===== src/rtl/pfa_pkg.sv =====
`default_nettype none
package pfa_pkg;

  typedef enum logic [2:0] {
    S_IDLE,
    S_LOOK,
    S_SCAN,
    S_FILL,
    S_TICK
  } state_t;

  localparam logic [1:0] OP_MAP  = 2'd0;
  localparam logic [1:0] OP_TICK = 2'd1;
  localparam logic [1:0] OP_READ = 2'd2;
  localparam logic [1:0] OP_NONE = 2'd3;

  localparam logic [2:0] ST_MAPPED   = 3'd0;
  localparam logic [2:0] ST_HINT     = 3'd1;
  localparam logic [2:0] ST_FREE     = 3'd2;
  localparam logic [2:0] ST_REPLACED = 3'd3;
  localparam logic [2:0] ST_NO_FRAME = 3'd4;
  localparam logic [2:0] ST_DONE     = 3'd5;

  localparam int AGE_W = 16;
  localparam logic [AGE_W-1:0] AGE_MAX = '1;
  localparam logic [AGE_W-1:0] AGE_NEW = 16'd1;
  localparam int WORD_W = 32;
  localparam int WORDS = 4;

  typedef struct packed {
    logic free_hit;
    logic victim_hit;
    logic scan_done;
  } scan_flags_t;

endpackage
`default_nettype wire


===== src/rtl/pfa_victim_scan.sv =====
`default_nettype none
module pfa_victim_scan #(
  parameter int FW = 6,
  parameter int PW = 4,
  parameter int GW = 4
) (
  input  wire logic                         clk,
  input  wire logic                         rst,
  input  wire logic                         clear,
  input  wire logic                         sample,
  input  wire logic                         last,
  input  wire logic [FW-1:0]                index,
  input  wire logic                         free,
  input  wire logic [PW-1:0]                owner_proc,
  input  wire logic [GW-1:0]                owner_page,
  input  wire logic [pfa_pkg::AGE_W-1:0]    age,
  input  wire logic [PW-1:0]                req_proc,
  output pfa_pkg::scan_flags_t              flags,
  output logic [FW-1:0]                     free_index,
  output logic [FW-1:0]                     victim_index,
  output logic [PW-1:0]                     victim_proc,
  output logic [GW-1:0]                     victim_page
);

  logic [pfa_pkg::AGE_W-1:0] best_age;
  logic                      older;

  // strict compare keeps the lowest index among equal ages
  assign older = sample && !free && (owner_proc != req_proc) && (age > best_age);

  always_ff @(posedge clk) begin
    if (rst || clear) begin
      flags <= '0;
    end else if (sample) begin
      if (free && !flags.free_hit) begin
        flags.free_hit <= 1'b1;
      end
      if (older) begin
        flags.victim_hit <= 1'b1;
      end
      if (last) begin
        flags.scan_done <= 1'b1;
      end
    end
  end

  always_ff @(posedge clk) begin
    if (clear) begin
      best_age <= '0;
    end else begin
      if (sample && free && !flags.free_hit) begin
        free_index <= index;
      end
      if (older) begin
        best_age     <= age;
        victim_index <= index;
        victim_proc  <= owner_proc;
        victim_page  <= owner_page;
      end
    end
  end

endmodule
`default_nettype wire


===== config.mk =====
export PLATFORM = sky130hd
export DESIGN_NAME = pfa_victim_scan
export DESIGN_NICKNAME = d
export VERILOG_FILES = /design/src/rtl/pfa_pkg.sv /design/src/rtl/pfa_victim_scan.sv
export SDC_FILE = /design/constraint.sdc
export NUM_CORES = 1
export LEC_CHECK = 0
export ABC_AREA = 1
export BUFFER_PORTS_ARGS = -buffer_cell sky130_fd_sc_hd__buf_4
export CORE_ASPECT_RATIO = 1.25
export CORE_MARGIN = 5
export CORE_UTILIZATION = 40
export DETAILED_ROUTE_END_ITERATION = 8
export PLACE_DENSITY = 0.66
export SLEW_MARGIN = 5
export SYNTH_ARGS = -nofsm -noshare
export SYNTH_HDL_FRONTEND = slang
export SYNTH_SLANG_ARGS = --single-unit

===== constraint.sdc =====
create_clock -name clk -period 2.2 [get_ports clk]
set_clock_uncertainty 0.2 [all_clocks]
set_input_delay 0 -clock clk [delete_from_list [all_inputs] [get_ports clk]]
set_output_delay 0 -clock clk [all_outputs]
set_load 0.01 [all_outputs]

==> out/qor.yml <==
status: "finished, final reports clean"
multi_input_area_sq_um: 795
power_density_nw_per_um2: 591
finalInstanceArea_sq_um: 3020
clk_pin_slew_ns: 0.08
ys_seq_area_frac: 0.491
syn_inst: 223
worst_slack_ns: 0.141
drive_gt1_frac: 0.280
fillers: 404
synthArstFlopShare: 0
wl_per_cell_um: 10.8
worst_pin_slew_ns: 0.519
slew_violations: 0
grt_use_total: 0.144
grt_pass1_vias: 1698
drc: 0
grtUsageMet1: 0.169
endpoint_kind: "register"
cp.arrival_ns: 2.10
synth_area_sq_um: 2000
wl_um: 4210
cts.sinks: 39
grt_max_degree: 21
required_ns: 2.24
avgSynthCellArea_sq_um: 8.97
synth_common_cells: "inv_1, nand2_1, nor2_1"
max_cap_viol_count: 0
grt_pass1_wl_um: 7290
slew_headroom: 0.653
ys_types: 22
clockBufferDepth: 2
yosysMostFrequentCell: "inv_1"
hold_ws_ns: 0.0546
area_delta_synth_final_pct: 50.9
fin_setup_tns_ns: 0
detailroute.via_count: 1729
path_class: "input port to register"
finalSetupViolations: 0
synth_top_cells_by_area: "edfxtp_1, dfxtp_1, ha_1"
yosysWarnings: 0
dp_slack_ns: 0.243
synth_edf_count: 20
ys_ff_latch: 39
gr-usage-met2: 0.251
die_x_um: 73.2
htreeDepth: 2
initial_utilization: 0.417
finalNetCount: 384
hold_viol_final: 0
rows: 28
syn_nets: 279
cts_resized: 0
seq_area_sq_um: 981
period_share: 0.936
worstPathMaxFanout: 4
numCtsBuffers: 5
max_freq_mhz: 486
place.port_buffers: 62
synthFlopType: "edfxtp_1"
cts_tree: "built"
drt_iter0_markers: 56
holdBufCountCts: 37
core_area_sq_um: 4800
die_area_sq_um: 6520
top_usage_layer: "met2"
cts_root_buffer: "clkbuf_8"
ant_nets: 0
die_h_um: 89.0
fin_util: 0.629
gr-total-overflow: 0
gp_congestion: 0.760
met3_usage: 0.0382
yosys.area.top_type: "edfxtp_1"
yosys.area.top_type_share: 0.300
insertedDiodeCount: 0
p_leak_nw: 1.40
worst_setup_path_start_kind: "input port"
ir_worst_vdd_v: 0.000372
dr.pass1.iters: 4
hp-class: "input port to register"
hpwlAfterDp_um: 2980
placed_area_sq_um: 2530
clk_latency_ns: 0.29
post_cts_buffers: 0
antenna_found_initial: 0
io_pins: 63
vias_per_cell: 4.44
rsz0062_at_grt: "false"
min_period_ns: 2.06
==> layer usage <==
layer,wire length [um],vias to the layer above,share of wire
met5,0,-,0
met4,51,0,0.012
met3,413,5,0.098
met2,1910,59,0.45
met1,1840,750,0.44
li1,-,915,-
==> kinds of logic (layout without fill, tap and decap cells) <==
logic type,Yosys count,count (layout),share of synthesized area
adder cells (fa/ha/maj),16,16,0.100
AND/OR/NAND/NOR,87,87,0.208
flip-flops,39,39,0.491
AO/OA/AOI/OAI,27,27,0.0701
XOR/XNOR,4,4,0.0175
buffers and inverters,50,156,0.113
==> critical path: stages <==
cell and delay (ns):
dlygate4sd3_1 0.55, buf_4 0.16, nor2_1 0.09, dlygate4sd3_1 0.60, o21ai_0 0.09, dlygate4sd3_1 0.56, inv_1 0.05
==> flip-flops by register name, summed over array words and instances (netlist names) <==
signal / count
free_index: 6
victim_page: 4
victim_index: 6
victim_proc: 4
best_age: 16
flags: 3
==> cell type report <==
| class | count | area share |
|---|---|---|
| Clock buffer | 5 | 0.0228 |
| Clock inverter | 3 | 0.0145 |
| Inverter | 43 | 0.0535 |
| Multi-Input combinational cell | 134 | 0.263 |
| Sequential cell | 39 | 0.325 |
| Tap cell | 60 | 0.0249 |
| Timing Repair Buffer | 105 | 0.296 |
==> cell usage in the layout, fill, tap and decap left out <==
cell type	count
ha_1	16
buf_4	67
nor2_2	5
dfxtp_1	19
nand3_2	9
buf_12	1
clkinv_2	1
bufinv_16	1
a21boi_1	1
dlygate4sd3_1	37
o21ai_0	3
nor3_1	1
xor2_1	4
clkinv_4	1
nand2_1	39
nand4_1	1
a21o_1	1
nand2_2	1
nand3_1	8
clkbuf_8	5
clkinv_1	1
a21oi_1	22
edfxtp_1	20
nor2_1	22
nor2_4	1
inv_1	42
==> through the flow <==
stage | power [W] | instances
final | 0.00178 | 389
after global routing | 0.00189 | 389
after CTS | 0.00181 | 389
after detailed placement | 0.00117 | 344
after global placement | 0.00116 | 344
after floorplan | 0.00105 | 223
==> final timing paths <==
path         slack, ns                       from  cells past startpoint                   endpoint
min reg2reg       0.25      flags[1]$_SDFFE_PP0P_                      2      flags[1]$_SDFFE_PP0P_
min               0.05                     sample                      7      flags[1]$_SDFFE_PP0P_
max reg2reg       0.23  best_age[15]$_SDFFE_PP0P_                     11  victim_index[5]$_DFFE_PP_
max               0.14                      clear                      7      flags[2]$_SDFFE_PP0P_
==> report_power, final <==
group / leakage [nW] / internal, W / switching, W
clock network: 0.0581 / 0.000337 / 0.000247
registers: 0.338 / 0.000803 / 0.0000158
logic: 1.00 / 0.000196 / 0.000184
(Power assumes the default switching activity.)
